$ cat config.mk
export PLATFORM = sky130hd
export DESIGN_NAME = mtep_ram
export DESIGN_NICKNAME = d
export VERILOG_FILES = /design/src/hw/rtl/mtep_ram.sv
export SDC_FILE = /design/constraint.sdc
export NUM_CORES = 2
export LEC_CHECK = 0
export ABC_CLOCK_PERIOD_IN_PS = 3300
export BUFFER_PORTS_ARGS = -buffer_cell sky130_fd_sc_hd__buf_2
export CORE_ASPECT_RATIO = 0.7
export CORE_MARGIN = 2
export CORE_UTILIZATION = 55
export DETAILED_ROUTE_END_ITERATION = 8
export GPL_TIMING_DRIVEN = 0
export PLACE_DENSITY = 0.71
export SLEW_MARGIN = 20
export SYNTH_ARGS = -nofsm -noshare
export SYNTH_HDL_FRONTEND = slang
export SYNTH_SLANG_ARGS = --single-unit
$ cat constraint.sdc
create_clock -name clk -period 3.3 [get_ports clk]
set_input_delay 0.33 -clock clk [delete_from_list [all_inputs] [get_ports clk]]
set_output_delay 0.33 -clock clk [all_outputs]
set_load 0.1 [all_outputs]
$ cat src/hw/rtl/mtep_ram.sv
// Generic single-port-write, single-port-read RAM with registered read data.
module mtep_ram #(
    parameter int WIDTH = 8,
    parameter int DEPTH = 256
) (
    input  logic                     clk,
    input  logic                     we,
    input  logic [$clog2(DEPTH)-1:0] waddr,
    input  logic [WIDTH-1:0]         wdata,
    input  logic [$clog2(DEPTH)-1:0] raddr,
    output logic [WIDTH-1:0]         rdata
);
    logic [WIDTH-1:0] mem [DEPTH];

    always_ff @(posedge clk)
    begin
        if (we)
        begin
            mem[waddr] <= wdata;
        end
        rdata <= mem[raddr];
    end
endmodule

# [After elaboration in Yosys (flattened, before gate mapping)]
# Memory sizes are Yosys's and may differ from the RTL's. A register that Yosys moved wholly into a read port is not among the register bits.
# Cells that the tools add are included.
[word_totals] register_bits=0 ramBits=2048 memories=1
[classes] n_mux=2
[memory_table] name="mem" words=256 width=8 rd=1 rd_clocked_by_memory_dff=1 wr=1 line="13" text="logic [WIDTH-1:0] mem [DEPTH];"
[op_table] operator="$mux 1" n=2

# [Longest topological paths before layout]
[depth] depth_word=2 mapped_depth=11 mapped_depth_nobuf=6

# [Least setup slack after synthesis]
# Ideal clock, no wire load.
[synth_timing] kind="in2reg" from="input port raddr[0]" to="register rdata[2], read port of mem" arrival_time_ns=2.137 slack_ns=1.032 cell_stages=9 path_buffers=4 path_cell_list="buf_6 -> buf_12 -> buf_8 -> buf_2 -> mux4_2 -> a22oi_1 -> a21oi_1 -> nor4_1 -> nor4_2"
[synth_lines] item="from (decl)" line="10" text="input logic [$clog2(DEPTH)-1:0] raddr,"
[synth_lines] item="to (decl)" line="11" text="output logic [WIDTH-1:0] rdata"

==> Flow_metrics.wiki <==
{| class="wikitable"
! Metric !! Value
|-
| Outcome || finished, violations left
|-
| Failing checks || negative setup slack
|-
| Final RePlAce weighted congestion || 0.990
|-
| Yosys warning total || 0
|-
| TritonCTS clock tree || yes
|-
| Req. time, crit path || 3.95 ns
|-
| CTS buffer count || 177
|-
| Sw Ratio || 0.222
|-
| Horizontal die dimension || 459 um
|-
| Routed via count divided by cell count || 7.12
|-
| Synth area leader || sky130_fd_sc_hd__edfxtp_1
|-
| Residual DRC || 0
|-
| Path category of the worst min-delay check || input pin to flop
|-
| Number of pins exceeding their max-slew limit in the final report || 0
|-
| Number of setup violations in the final report || 203
|-
| GRT Total Usage || 0.324
|-
| Via count || 42800
|-
| PD cells || 597 nW/um2
|-
| Maximum vdd ir drop || 568 uV
|-
| EDFF count, synth || 2048
|-
| Post-synthesis async set-or-reset flop share || 0
|-
| Iter 0 DRT Violations || 8718
|-
| Setup Skew || 0.0344 ns
|-
| Crit path max fanout || 10
|-
| Max_cap viols || 0
|-
| Number of global-route vias before repair || 39900
|-
| Ordered cell list for the critical path || buf_2 -> buf_4 -> buf_4 -> clkbuf_2 -> mux4_2 -> a221oi_1 -> o221ai_1 -> a211oi_2 -> nor4_2
|-
| Netlist cell types || 55
|-
| Post-synth top area share || 0.773
|-
| Worst setup path category || input pin to flop
|-
| Unrepaired setup endpoints after global routing || true
|-
| Clk buf depth || 3
|-
| Slew @ Worst Pin || 1.23 ns
|-
| Final critical path time including I/O delays and setup || 3.50 ns
|-
| Worst slew margin relative to its limit || 0.179
|-
| Slowest cell on crit path || sky130_fd_sc_hd__a221oi_1
|-
| Arrival time of data at the critical path endpoint || 4.15 ns
|-
| Pin count of the biggest net entering global routing || 133
|-
| Total iterations of the first detailed-routing run || 7
|-
| Insertion delay of the later-clocked pin in the worst-skew pair || 0.83 ns
|-
| Wire length after detailed routing || 238000 um
|-
| Max H-tree Level || 4
|-
| Number of buffers inserted by port buffering || 26
|-
| Fillers || 9470
|-
| FF+latch count, synth || 2056
|-
| Worst Hold Endpoint || mem[208][6]
|-
| Core Footprint || 143000 um2
|-
| Post-layout total power || 53.0 mW
|-
| Global-route wire length before repair || 324000 um
|-
| Clock Power Share || 0.394
|-
| Setup ws final || -0.196 ns
|-
| Simple-gate share of the synthesized area || 0.0263
|-
| Fraction of layout instances using a drive strength above 1 || 0.233
|-
| Net Switching || 11.8 mW
|-
| Detailed-placement wirelength estimate || 159000 um
|-
| FF-to-FF End || rdata[5]
|-
| Number of standard cells after synthesis || 3733
|-
| Die Y || 322 um
|-
| Most used DFF post-synth || sky130_fd_sc_hd__edfxtp_1
|-
| I/O pin total || 34
|-
| Count of antenna-violating nets left after detailed routing || 0
|-
| Critical path endpoint category || flop
|-
| Fraction of synthesized cell area in xor and xnor cells || 0
|-
| Area taken by flip-flops and latches || 61700 um2
|-
| Proportion of power drawn by combinational gates || 0.063
|-
| Area growth from synthesis to final layout || 11.6%
|-
| Synth Cell Area || 79600 um2
|-
| Worst reg2reg path depth || 6
|-
| Cell at the root of the clock tree || sky130_fd_sc_hd__clkbuf_16
|-
| Die ar. || 148000 um2
|-
| Reg power frac || 0.543
|-
| Average wire per standard cell || 39.6 um
|-
| P_int || 41.2 mW
|-
| Post-Syn Nets || 3759
|-
| HP Start || wdata[6]
|-
| Post-CTS repair timing setup buffer count || 0
|-
| Number of antenna violations at the first check in global routing || 18
|-
| Starting density of the core || 0.555
|-
| Mean post-synth cell area || 21.3 um2
|-
| Number of rows in the core area || 116
|-
| Net count reported at finish || 3991
|-
| Final-report hold violation count || 0
|-
| Setup slack, reg-to-reg || 0 ns
|-
| Crit share post-route || 1.06
|-
| Main combinational cell family by area after synthesis || multiplexers
|-
| Footprint of the multi-input gates || 16700 um2
|-
| Post-route core utilization || 0.620
|-
| Leak pwr || 27.4 nW
|-
| Seq/Total Area, Yosys || 0.775
|-
| Cell depth of the worst hold path || 1
|-
| Reg clk slew, reported paths || 0.06 ns
|-
| Leading cell types by count after synthesis || 2048 x sky130_fd_sc_hd__edfxtp_1, 454 x sky130_fd_sc_hd__mux4_2, 282 x sky130_fd_sc_hd__nor2_1
|-
| Most frequently used cell type in the post-synthesis netlist || sky130_fd_sc_hd__edfxtp_1
|-
| Startpoint of the worst register-to-register path || mem[83][5]
|-
| Multiplexer fraction of the synthesized cell area || 0.146
|-
| Compound-gate portion of the synthesized area || 0.0342
|-
| Top area cells in the synthesized netlist || sky130_fd_sc_hd__edfxtp_1 77%, sky130_fd_sc_hd__mux4_2 13%, sky130_fd_sc_hd__mux2i_1 1.7%
|-
| Nature of the critical path startpoint || input pin
|-
| Num Clock Sinks || 2056
|-
| Gr ovfl total || 0
|-
| Achievable clock frequency || 0.286 GHz
|-
| Top cell by count, worst path || sky130_fd_sc_hd__buf_4
|-
| Synthesized-area fraction occupied by adder cells || 0
|-
| Largest stage delay on the critical path || 0.74 ns
|}
==> flip-flops by register name, summed over array words and instances (netlist names) <==
name   count
rdata      8
mem     2048
==> cells in the final DEF (no fill, tap or decap), drive strengths merged, types with 10 or more instances in the layout <==
| cell type | Yosys | final |
|---|---|---|
| a211oi | 16 | 16 |
| a21oi | 96 | 96 |
| a221oi | 14 | 14 |
| a22oi | 133 | 133 |
| buf | 122 | 159 |
| bufinv | 0 | 15 |
| clkbuf | 111 | 343 |
| clkinv | 1 | 70 |
| diode | 0 | 11 |
| edfxtp | 2048 | 2048 |
| mux2i | 134 | 134 |
| mux4 | 456 | 456 |
| nand2 | 33 | 33 |
| nand3 | 34 | 34 |
| nand4 | 10 | 10 |
| nor2 | 282 | 282 |
| nor2b | 31 | 31 |
| nor3 | 22 | 22 |
| nor4 | 27 | 27 |
| o211ai | 10 | 10 |
| o21ai | 12 | 12 |
| o221ai | 47 | 47 |
| o22ai | 28 | 28 |
==> per-layer routing <==
layer | track usage | wire length, um | share of wire
met1 | 0.469 | 88000 | 0.37
met2 | 0.424 | 96100 | 0.40
met3 | 0.151 | 42600 | 0.18
met4 | 0.133 | 11300 | 0.047
met5 | 0 | 56 | 0.00024
==> worst max-delay path, delay by kind of cell <==
family	cells	cell delay [ns]
AOI/OAI and AO/OA	3	1.61
buffers and inverters	4	1.56
muxes	1	0.43
and+or+nand+nor	1	0.16
==> power by group through the flow <==
stage	sequential (mW)	combinational [mW]	clock [mW]
floorplan	29.5	1.40	0
global placement	29.5	3.01	0
detailed placement	29.4	3.14	0
CTS	28.8	3.19	20.8
global route	28.8	3.36	21.8
finish	28.8	3.35	20.9
==> final cells by class <==
cell class / instances / area share
inverter: 2 / 0.0000845
buffer: 232 / 0.0176
timing repair buffer: 54 / 0.00930
antenna: 11 / 0.000310
clock inverter: 92 / 0.00923
tap: 1888 / 0.0266
sequential: 2056 / 0.694
clock buffer: 229 / 0.0543
multi-input combinational: 1442 / 0.188
==> through the flow <==
stage	setup TNS (ns)	instance area, um2	instances	hold slack [ns]	setup WS, ns
final	-15.73	88800	6006	0.0717	-0.196
after global routing	-0.0759	88800	5997	0.108	-0.0300
after CTS	0	88700	5995	0.0781	0.0168
after detailed placement	-349.47	82700	5668	0.673	-1.48
after floorplan	0	79600	3733	0.429	1.03
after global placement	-3093.53	82000	5647	0.882	-1.84
==> how the worst max path moves through the flow <==
stage                  start        to  slack, ns  cells past startpoint
floorplan           raddr[0]  rdata[2]       1.03                      9
global placement    raddr[1]  rdata[5]      -1.84                      9
detailed placement  raddr[2]  rdata[7]      -1.48                      9
CTS                 raddr[1]  rdata[3]       0.02                      9
global route        raddr[1]  rdata[3]      -0.03                      9
finish              raddr[1]  rdata[5]      -0.20                      9
==> cells by family (layout without fill, tap and decap cells) <==
logic type             Yosys count  in the layout
AOI/OAI and AO/OA              385            385
buffers and inverters          235            609
DFF                           2056           2056
muxes                          591            591
other                            0             11
and+or+nand+nor                466            466
==> timing repair <==
action,CTS,global route
pin swaps,0,0
hold buffers,7,0
resized for setup,49,27
endpoints found under the hold margin,245,0
endpoints found under the setup margin,8,24
No activity file was read; power rests on OpenSTA's default activity.
