--- src/hw/rtl/mtep_pkg.sv ---
// Package of types, codes and helpers for the track event parser.
package mtep_pkg;
    localparam int TRACK_SLOTS = 256;
    localparam int TRACK_BITS  = 8;
    localparam int TICK_BITS   = 48;

    localparam logic [TRACK_BITS-1:0] LAST_TRACK = TRACK_BITS'(TRACK_SLOTS - 1);

    localparam logic [3:0] PH_DELTA  = 4'd0;
    localparam logic [3:0] PH_STATUS = 4'd1;
    localparam logic [3:0] PH_DATA1  = 4'd2;
    localparam logic [3:0] PH_DATA2  = 4'd3;
    localparam logic [3:0] PH_SXLEN  = 4'd4;
    localparam logic [3:0] PH_SXBODY = 4'd5;
    localparam logic [3:0] PH_SKIP   = 4'd6;
    localparam logic [3:0] PH_MTYPE  = 4'd7;
    localparam logic [3:0] PH_MLEN   = 4'd8;
    localparam logic [3:0] PH_TLEN   = 4'd9;
    localparam logic [3:0] PH_TDATA  = 4'd10;

    localparam logic [2:0] KIND_NOTE_ON  = 3'd0;
    localparam logic [2:0] KIND_NOTE_OFF = 3'd1;
    localparam logic [2:0] KIND_TWO_DATA = 3'd2;
    localparam logic [2:0] KIND_ONE_DATA = 3'd3;
    localparam logic [2:0] KIND_SYSEX    = 3'd4;
    localparam logic [2:0] KIND_TEMPO    = 3'd5;
    localparam logic [2:0] KIND_FINISHED = 3'd6;

    // Upper nibbles of channel status bytes.
    localparam logic [3:0] HI_NOTE_OFF   = 4'h8;
    localparam logic [3:0] HI_NOTE_ON    = 4'h9;
    localparam logic [3:0] HI_PROGRAM    = 4'hC;
    localparam logic [3:0] HI_CHAN_PRESS = 4'hD;
    localparam logic [3:0] HI_PITCH_BEND = 4'hE;

    localparam logic [7:0] ST_SYSEX     = 8'hF0;
    localparam logic [7:0] ST_SYSEX_END = 8'hF7;
    localparam logic [7:0] ST_SONG_POS  = 8'hF2;
    localparam logic [7:0] ST_SONG_SEL  = 8'hF3;
    localparam logic [7:0] ST_META      = 8'hFF;
    localparam logic [7:0] META_TEMPO   = 8'h51;
    localparam logic [7:0] META_EOT     = 8'h2F;

    typedef struct packed {
        logic [7:0] track;
        logic [7:0] data_byte;
        logic       track_end;
    } in_req_t;

    typedef struct packed {
        logic [7:0]           track_id;
        logic [2:0]           kind;
        logic [7:0]           status_byte;
        logic [7:0]           first_data;
        logic [7:0]           second_data;
        logic                 show_note;
        logic [TICK_BITS-1:0] event_tick;
        logic [23:0]          tempo_value;
        logic                 sysex_last;
        logic                 abrupt_end;
    } out_req_t;

    typedef struct packed {
        logic [3:0]           phase;
        logic [7:0]           run_status;
        logic [TICK_BITS-1:0] abs_tick;
        logic [31:0]          delta_acc;
        logic [7:0]           held;
        logic [23:0]          tempo_acc;
        logic [7:0]           skip_left;
        logic [1:0]           tempo_seen;
        logic                 done;
    } track_state_t;

    localparam int STATE_BITS = $bits(track_state_t);

    // Phase that follows a status byte; the delta phase when nothing starts.
    function automatic logic [3:0] after_status(input logic [7:0] s);
        logic [3:0] ph;
        ph = PH_DELTA;
        if (s[7:4] >= HI_NOTE_OFF && s[7:4] <= HI_PITCH_BEND) ph = PH_DATA1;
        else if (s == ST_SYSEX) ph = PH_SXLEN;
        else if (s == ST_SONG_POS || s == ST_SONG_SEL) ph = PH_SKIP;
        else if (s == ST_META) ph = PH_MTYPE;
        return ph;
    endfunction
endpackage

--- src/hw/rtl/mtep_step.sv ---
// Combinational per-byte update of one track's parse state.
module mtep_step (
    input  mtep_pkg::track_state_t cur,
    input  logic [7:0]             track,
    input  logic [7:0]             b,
    input  logic                   track_end,
    output mtep_pkg::track_state_t nxt,
    output logic                   emit,
    output mtep_pkg::out_req_t     res
);
    logic [3:0]  ph;
    logic [3:0]  st_ph;
    logic [31:0] dacc;
    logic [23:0] tacc;
    logic [1:0]  tseen;
    logic        do_delta;

    always_comb
    begin
        nxt      = cur;
        emit     = 1'b0;
        res      = '0;
        res.track_id   = track;
        res.event_tick = cur.abs_tick;
        do_delta = 1'b0;
        ph       = cur.phase;
        st_ph    = mtep_pkg::after_status(cur.run_status);
        dacc     = {cur.delta_acc[24:0], b[6:0]};
        tacc     = {cur.tempo_acc[15:0], b};
        tseen    = cur.tempo_seen + 2'd1;

        // A data byte in the status phase under running status is parsed as the first byte
        // of the running message, or as a delta byte when the running status starts no message (one level only).
        if (ph == mtep_pkg::PH_STATUS && !b[7] && cur.run_status != mtep_pkg::ST_SYSEX)
        begin
            if (st_ph == mtep_pkg::PH_DELTA)
            begin
                do_delta = 1'b1;
            end
            else
            begin
                ph = st_ph;
                if (cur.run_status == mtep_pkg::ST_SONG_POS)
                begin
                    nxt.skip_left = 8'd2;
                end
                else if (cur.run_status == mtep_pkg::ST_SONG_SEL)
                begin
                    nxt.skip_left = 8'd1;
                end
            end
        end

        if (track_end)
        begin
            nxt.done  = 1'b1;
            nxt.phase = mtep_pkg::PH_DELTA;
            emit      = 1'b1;
            res.kind  = mtep_pkg::KIND_FINISHED;
            res.abrupt_end = 1'b1;
        end
        else if (!do_delta)
        begin
            unique case (ph)
                mtep_pkg::PH_STATUS:
                begin
                    if (b[7])
                    begin
                        nxt.run_status = b;
                        nxt.phase = mtep_pkg::after_status(b);
                        if (b == mtep_pkg::ST_SONG_POS) nxt.skip_left = 8'd2;
                        if (b == mtep_pkg::ST_SONG_SEL) nxt.skip_left = 8'd1;
                        if (b == mtep_pkg::ST_SYSEX)
                        begin
                            emit = 1'b1;
                            res.kind = mtep_pkg::KIND_SYSEX;
                            res.status_byte = mtep_pkg::ST_SYSEX;
                            res.first_data  = mtep_pkg::ST_SYSEX;
                        end
                    end
                    else
                    begin
                        nxt.phase = mtep_pkg::PH_SXBODY;
                        emit = 1'b1;
                        res.kind = mtep_pkg::KIND_SYSEX;
                        res.status_byte = mtep_pkg::ST_SYSEX;
                        res.first_data  = mtep_pkg::ST_SYSEX;
                    end
                end
                mtep_pkg::PH_DATA1:
                begin
                    if (cur.run_status[7:4] == mtep_pkg::HI_PROGRAM ||
                        cur.run_status[7:4] == mtep_pkg::HI_CHAN_PRESS)
                    begin
                        nxt.phase = mtep_pkg::PH_DELTA;
                        emit = 1'b1;
                        res.kind = mtep_pkg::KIND_ONE_DATA;
                        res.status_byte = cur.run_status;
                        res.first_data = b;
                    end
                    else
                    begin
                        nxt.held  = b;
                        nxt.phase = mtep_pkg::PH_DATA2;
                    end
                end
                mtep_pkg::PH_DATA2:
                begin
                    nxt.phase = mtep_pkg::PH_DELTA;
                    emit = 1'b1;
                    res.status_byte = cur.run_status;
                    res.first_data  = cur.held;
                    res.second_data = b;
                    if (cur.run_status[7:4] == mtep_pkg::HI_NOTE_ON)
                    begin
                        res.kind = mtep_pkg::KIND_NOTE_ON;
                        res.show_note = (b != 8'd0);
                    end
                    else if (cur.run_status[7:4] == mtep_pkg::HI_NOTE_OFF)
                    begin
                        res.kind = mtep_pkg::KIND_NOTE_OFF;
                    end
                    else
                    begin
                        res.kind = mtep_pkg::KIND_TWO_DATA;
                    end
                end
                mtep_pkg::PH_SXLEN:
                begin
                    nxt.phase = mtep_pkg::PH_SXBODY;
                end
                mtep_pkg::PH_SXBODY:
                begin
                    if (b == mtep_pkg::ST_SYSEX_END) nxt.phase = mtep_pkg::PH_DELTA;
                    emit = 1'b1;
                    res.kind = mtep_pkg::KIND_SYSEX;
                    res.status_byte = mtep_pkg::ST_SYSEX;
                    res.first_data  = b;
                    res.sysex_last  = (b == mtep_pkg::ST_SYSEX_END);
                end
                mtep_pkg::PH_SKIP:
                begin
                    if (nxt.skip_left <= 8'd1)
                    begin
                        nxt.skip_left = 8'd0;
                        nxt.phase = mtep_pkg::PH_DELTA;
                    end
                    else
                    begin
                        nxt.skip_left = nxt.skip_left - 8'd1;
                        nxt.phase = mtep_pkg::PH_SKIP;
                    end
                end
                mtep_pkg::PH_MTYPE:
                begin
                    if (b == mtep_pkg::META_TEMPO)
                    begin
                        nxt.phase = mtep_pkg::PH_TLEN;
                    end
                    else if (b == mtep_pkg::META_EOT)
                    begin
                        nxt.done  = 1'b1;
                        nxt.phase = mtep_pkg::PH_DELTA;
                        emit = 1'b1;
                        res.kind = mtep_pkg::KIND_FINISHED;
                        res.status_byte = mtep_pkg::ST_META;
                        res.first_data  = mtep_pkg::META_EOT;
                    end
                    else
                    begin
                        nxt.phase = mtep_pkg::PH_MLEN;
                    end
                end
                mtep_pkg::PH_MLEN:
                begin
                    nxt.skip_left = b;
                    nxt.phase = (b == 8'd0) ? mtep_pkg::PH_DELTA : mtep_pkg::PH_SKIP;
                end
                mtep_pkg::PH_TLEN:
                begin
                    nxt.tempo_acc  = '0;
                    nxt.tempo_seen = '0;
                    nxt.phase = mtep_pkg::PH_TDATA;
                end
                mtep_pkg::PH_TDATA:
                begin
                    nxt.tempo_acc  = tacc;
                    nxt.tempo_seen = tseen;
                    if (tseen == 2'd3)
                    begin
                        nxt.tempo_seen = 2'd0;
                        nxt.phase = mtep_pkg::PH_DELTA;
                        emit = 1'b1;
                        res.kind = mtep_pkg::KIND_TEMPO;
                        res.status_byte = mtep_pkg::ST_META;
                        res.first_data  = mtep_pkg::META_TEMPO;
                        res.tempo_value = tacc;
                    end
                end
                default:
                begin
                    do_delta = 1'b1;
                end
            endcase
        end

        if (do_delta && !track_end)
        begin
            if (!b[7])
            begin
                nxt.abs_tick  = cur.abs_tick + {{(mtep_pkg::TICK_BITS-32){1'b0}}, dacc};
                nxt.delta_acc = '0;
                nxt.phase     = mtep_pkg::PH_STATUS;
            end
            else
            begin
                nxt.delta_acc = dacc;
                nxt.phase     = mtep_pkg::PH_DELTA;
            end
        end
    end
endmodule

--- config.mk ---
export PLATFORM = sky130hd
export DESIGN_NAME = mtep_step
export DESIGN_NICKNAME = d
export VERILOG_FILES = /design/src/hw/rtl/mtep_pkg.sv /design/src/hw/rtl/mtep_step.sv
export SDC_FILE = /design/constraint.sdc
export NUM_CORES = 1
export LEC_CHECK = 0
export BUFFER_PORTS_ARGS = -buffer_cell sky130_fd_sc_hd__buf_2
export CELL_PAD_IN_SITES_DETAIL_PLACEMENT = 0
export CELL_PAD_IN_SITES_GLOBAL_PLACEMENT = 1
export CORE_AREA = 2 2 152 154
export DETAILED_ROUTE_END_ITERATION = 12
export DIE_AREA = 0 0 154 156
export GPL_ROUTABILITY_DRIVEN = 0
export PLACE_DENSITY = 0.79
export SYNTH_ARGS = -nofsm -noshare
export SYNTH_HDL_FRONTEND = slang
export SYNTH_SLANG_ARGS = --single-unit
--- constraint.sdc ---
create_clock -name vclk -period 2.67
set_input_delay 0 -clock vclk [all_inputs]
set_output_delay 0 -clock vclk [all_outputs]
set_load 0.1 [all_outputs]
Yosys cells after proc, flatten, opt, wreduce, memory -nomap -nowiden

Cells that the tools add are included.

Bits in registers: 0
Latch bits: 0
RAM bits: 0
Memory bits (read-only): 0
Output and inout port bits: 246
Logic and storage cells: 134
Memories: 0

Add/sub/neg operators: 3
$mul: 0
Divide/modulo/power cells: 0
$lt $le $gt $ge: 5
Eq/ne operators: 28
Shifts and indexed selects: 0
Muxes and demuxes: 83
Bitwise logic cells: 0
Reduce and logical (&&, ||, !) cells: 15

Operator list:

| operator                                       | count |
|---|---|
| one-hot mux 19 bit (6 select lines)            | 1 |
| two-way mux 8 bit                              | 13 |
| two-way mux 19 bit                             | 5 |
| two-way mux 80 bit                             | 1 |
| two-way mux 25 bit                             | 3 |
| == test 8 bit (second input constant)          | 9 |
| adder 48 x 32 -> 48 bit                        | 1 |
| two-way mux 24 bit                             | 2 |
| two-way mux 48 bit                             | 1 |
| one-hot mux 24 bit (2 select lines)            | 1 |
| two-way mux 43 bit                             | 1 |
| two-way mux 42 bit                             | 1 |
| one-hot mux 4 bit (10 select lines)            | 1 |
| two-way mux 3 bit                              | 12 |
| two-way mux 4 bit                              | 9 |
| two-way mux 32 bit                             | 1 |
| == test 4 bit (second input constant)          | 7 |
| two-way mux 28 bit                             | 1 |
| one-hot mux 8 bit (3 select lines)             | 1 |
| two-way mux 1 bit                              | 21 |
| two-way mux 18 bit                             | 1 |
| == test 4 x 3 -> 1 bit (second input constant) | 4 |
| two-way mux 12 bit                             | 1 |
| OR reduction 10 bit                            | 1 |
| other kinds (22)                               | 35 |

Logic depth before layout (Yosys ltp)

Depth after elaboration: 15
Mapped depth: 15
Gate-level depth less buffers: 12

Worst setup path after synthesis

Ideal clock, no wire load.

Path kind: input -> output
Start: in b[1]
End: out nxt[99] (netlist bit)
Data arrival time: 4209 ps
Data required time: 2670 ps
Slack: -1539 ps
Cell stages on the path: 11
Cells stage by stage: clkbuf_1 -> inv_1 -> fa_1 -> nor2b_1 -> o2111a_1 -> o31a_1 -> o211ai_1 -> a211oi_1 -> o21a_1 -> nor3_1 -> o31ai_1

RTL lines:

| what               | RTL line       | RTL |
|---|---|---|
| start: declaration | mtep_step.sv:5 | `input logic [7:0] b,` |
| end: declaration   | mtep_step.sv:7 | `output mtep_pkg::track_state_t nxt,` |

==> impl_metrics.csv <==
group,metric,value,unit
synthesis,ys_seq_area_share,0,%
final_layout,sequential_cell_total,0,
synthesis,synth_area_leader_cell,"nand2_1",
critical_path,arrival,2610,ps
clock_tree,hold_buffers,0,
final_layout,fin_util,50.6,%
sta,period_share,97.6,%
synthesis,ys_warn_count,0,
power,combPwrFrac,100.0,%
sta,period_minus_slack,2610,ps
grt,grt_usage,22.1,%
grt,grt_max_degree,65,
power,seqPwrFrac,0,%
drt,first_pass_iters,5,
final_layout,final_cell_mix,"198 x buf_2, 185 x buf_12, 178 x nand2_1, 101 x buf_4, 44 x nor2_1",
synthesis,yosysTopAreaCellShare,12.6,%
die,core-area,22400,µm²
sta,setup_viol,0,
sta,max_freq,0.384,GHz
critical_path,critical_path_class,"in2out",
die,die_area,24000,µm²
drt,vias,8075,
final_layout,final_layout_size_suffix_gt1_share,50.2,%
grt,grt_pass1_wl,43.2,mm
die,ios,398,
placement,post-dp-hpwl,23.9,mm
synthesis,syn_area,5320,µm²
final_layout,n_antenna_cell,0,
drt,drtIter0Drc,529,
drt,routedWlPerCell,18.5,µm
power,p_clk_share,0,%
critical_path,required,2670,ps
die,die_h,156,µm
worst_hold_path,hold_start,"track[3]",
power,swShare,67.8,%
drt,ant_nets,0,
synthesis,synth_cell_type_count,75,
final_layout,ff_latch_area,0,µm²
sta,layout_setup_ws,64.7,ps
critical_path,cp-end-kind,"primary output",
final_layout,finalNetCount,1447,
final_layout,clkbuf_count,0,
sta,timing.final.hold_violations,0,
critical_path,crit_fanout,3,
placement,dp_slack,-186,ps
drt,route.detailed.drc,0,
power,p_leak,5.28,nW
status,status,"finished clean",
final_layout,synthToLayoutAreaGrowth,113,%
grt,use_met2,40.4,%
synthesis,syn-num-nets,1070,
power,ir_drop,0.000180,V
drt,avgViaCountPerCell,5.23,
worst_hold_path,whs_path_depth,0,
power,internal_power,1.14,mW
worst_hold_path,min-delay-path-class,"in2out",
grt,met1_usage,27.8,%
synthesis,syn_area_per_cell,6.02,µm²
power,p_switching,2.39,mW
grt,grt_util_met3,2.08,%
die,row_count,55,
die,die_w,154,µm
sta,tightest_slew,836,ps
critical_path,cp-start-kind,"input pin",
final_layout,multi_input_area,5400,µm²
synthesis,syn_inst,883,
die,start_util,23.8,%
run,cap_violations,0,
grt,grt.overflow.total,0,
synthesis,ys_top_cells_by_area,"nand2_1 13%, o21ai_0 8.2%, buf_4 8.0%",
grt,top_usage_layer,"met2",
final_layout,final_common_cell,"buf_2",
grt,grt_pass1_vias,7799,
drt,totalWireLength,28.6,mm
worst_hold_path,hold_path_end,"res[105]",
placement,io_buffers,382,
sta,slew_viol_final,0,
final_layout,fillers,2092,
sta,max_slew_margin,42.8,%
grt,grt_antenna_before_repair,0,
power,p_per_area,312,nW/µm²
==> worst max-delay path by stage <==
stage | end | startpoint | slack [ps] | cells after the start
2_1_floorplan | nxt[99] | b[1] | -710 | 11
3_3_place_gp | nxt[119] | cur[75] | -130 | 15
3_5_place_dp | nxt[121] | cur[75] | -190 | 15
4_1_cts | nxt[99] | cur[75] | 0.4 | 14
5_1_grt | nxt[95] | b[0] | -10 | 16
6_report | nxt[91] | b[0] | 60 | 14
==> worst max-delay path, stage by stage <==
cell and delay, ps:
buf_4 130, ha_4 150, inv_2 50, fa_2 210, nor2b_2 50, o2111a_1 250
o31a_1 340, buf_4 160, o21a_1 190, o21ai_2 180, a21oi_2 90, or4_4 530
nand3_4 100, buf_12 170
==> cells by family (layout without fill, tap and decap cells) <==
group,count (synthesis),in the layout,share of synthesized area [%]
and+or+nand+nor,392,392,36.0
AOI/OAI and AO/OA,274,274,33.1
xor gates and xnor gates,38,38,6.26
muxes,13,13,2.73
adders and majority gates,35,35,8.37
buffers and inverters,131,506,13.5
==> synth_stat cells (all sizes together) (7+ instances only) <==
library cell    n
nand2         178
o21ai          93
buf            66
nor2           57
a21oi          51
clkbuf         46
and3           40
ha             34
nand3          24
nor3           24
a22o           23
xor2           20
inv            19
xnor2          18
a21o           16
o211ai         14
mux2           12
a31oi          11
o21a            9
or2             9
nand2b          8
nand4           8
nor4            8
o21bai          8
and2            7
==> cell type report <==
class                           instances  area share (%)
Multi-Input combinational cell        752            47.7
Inverter                               19           0.630
Tap cell                              285            3.15
Timing Repair Buffer                  487            48.5
==> per-stage QoR <==
| step | instances | instance area (µm²) | setup TNS (ps) | power, mW | hold WS, ps |
|---|---|---|---|---|---|
| 6_report | 1543 | 11300 | 0 | 3.53 | 0.0386 |
| 5_1_grt | 1543 | 11300 | -24.4 | 3.66 | 0.143 |
| 4_1_cts | 1536 | 11200 | 0 | 3.50 | 0.681 |
| 3_5_place_dp | 1536 | 11100 | -1220 | 3.48 | 0.681 |
| 3_3_place_gp | 1536 | 11100 | -820 | 3.47 | 0.681 |
| 2_1_floorplan | 883 | 6030 | -2550 | 2.34 | 196 |
==> layer usage <==
| layer | wire, µm | up-vias |
|---|---|---|
| li1 | - | 3893 |
| met1 | 11700 | 3754 |
| met3 | 1850 | 46 |
| met5 | 0 | - |
| met4 | 683 | 0 |
| met2 | 14300 | 382 |
==> power by group through the flow <==
| stage | Sequential, mW | Combinational, mW | Clock [mW] |
|---|---|---|---|
| finish | 0 | 3.53 | 0 |
| global route | 0 | 3.66 | 0 |
| CTS | 0 | 3.50 | 0 |
| detailed placement | 0 | 3.48 | 0 |
| global placement | 0 | 3.47 | 0 |
| floorplan | 0 | 2.34 | 0 |
==> timing repair <==
| action | in CTS | in global routing |
|---|---|---|
| pin swaps | 5 | 23 |
| setup buffers | 0 | 7 |
| gates resized for setup | 7 | 25 |
| endpoints found under the setup margin | 16 | 24 |
Note: power is estimated with default switching activity, not from simulation.
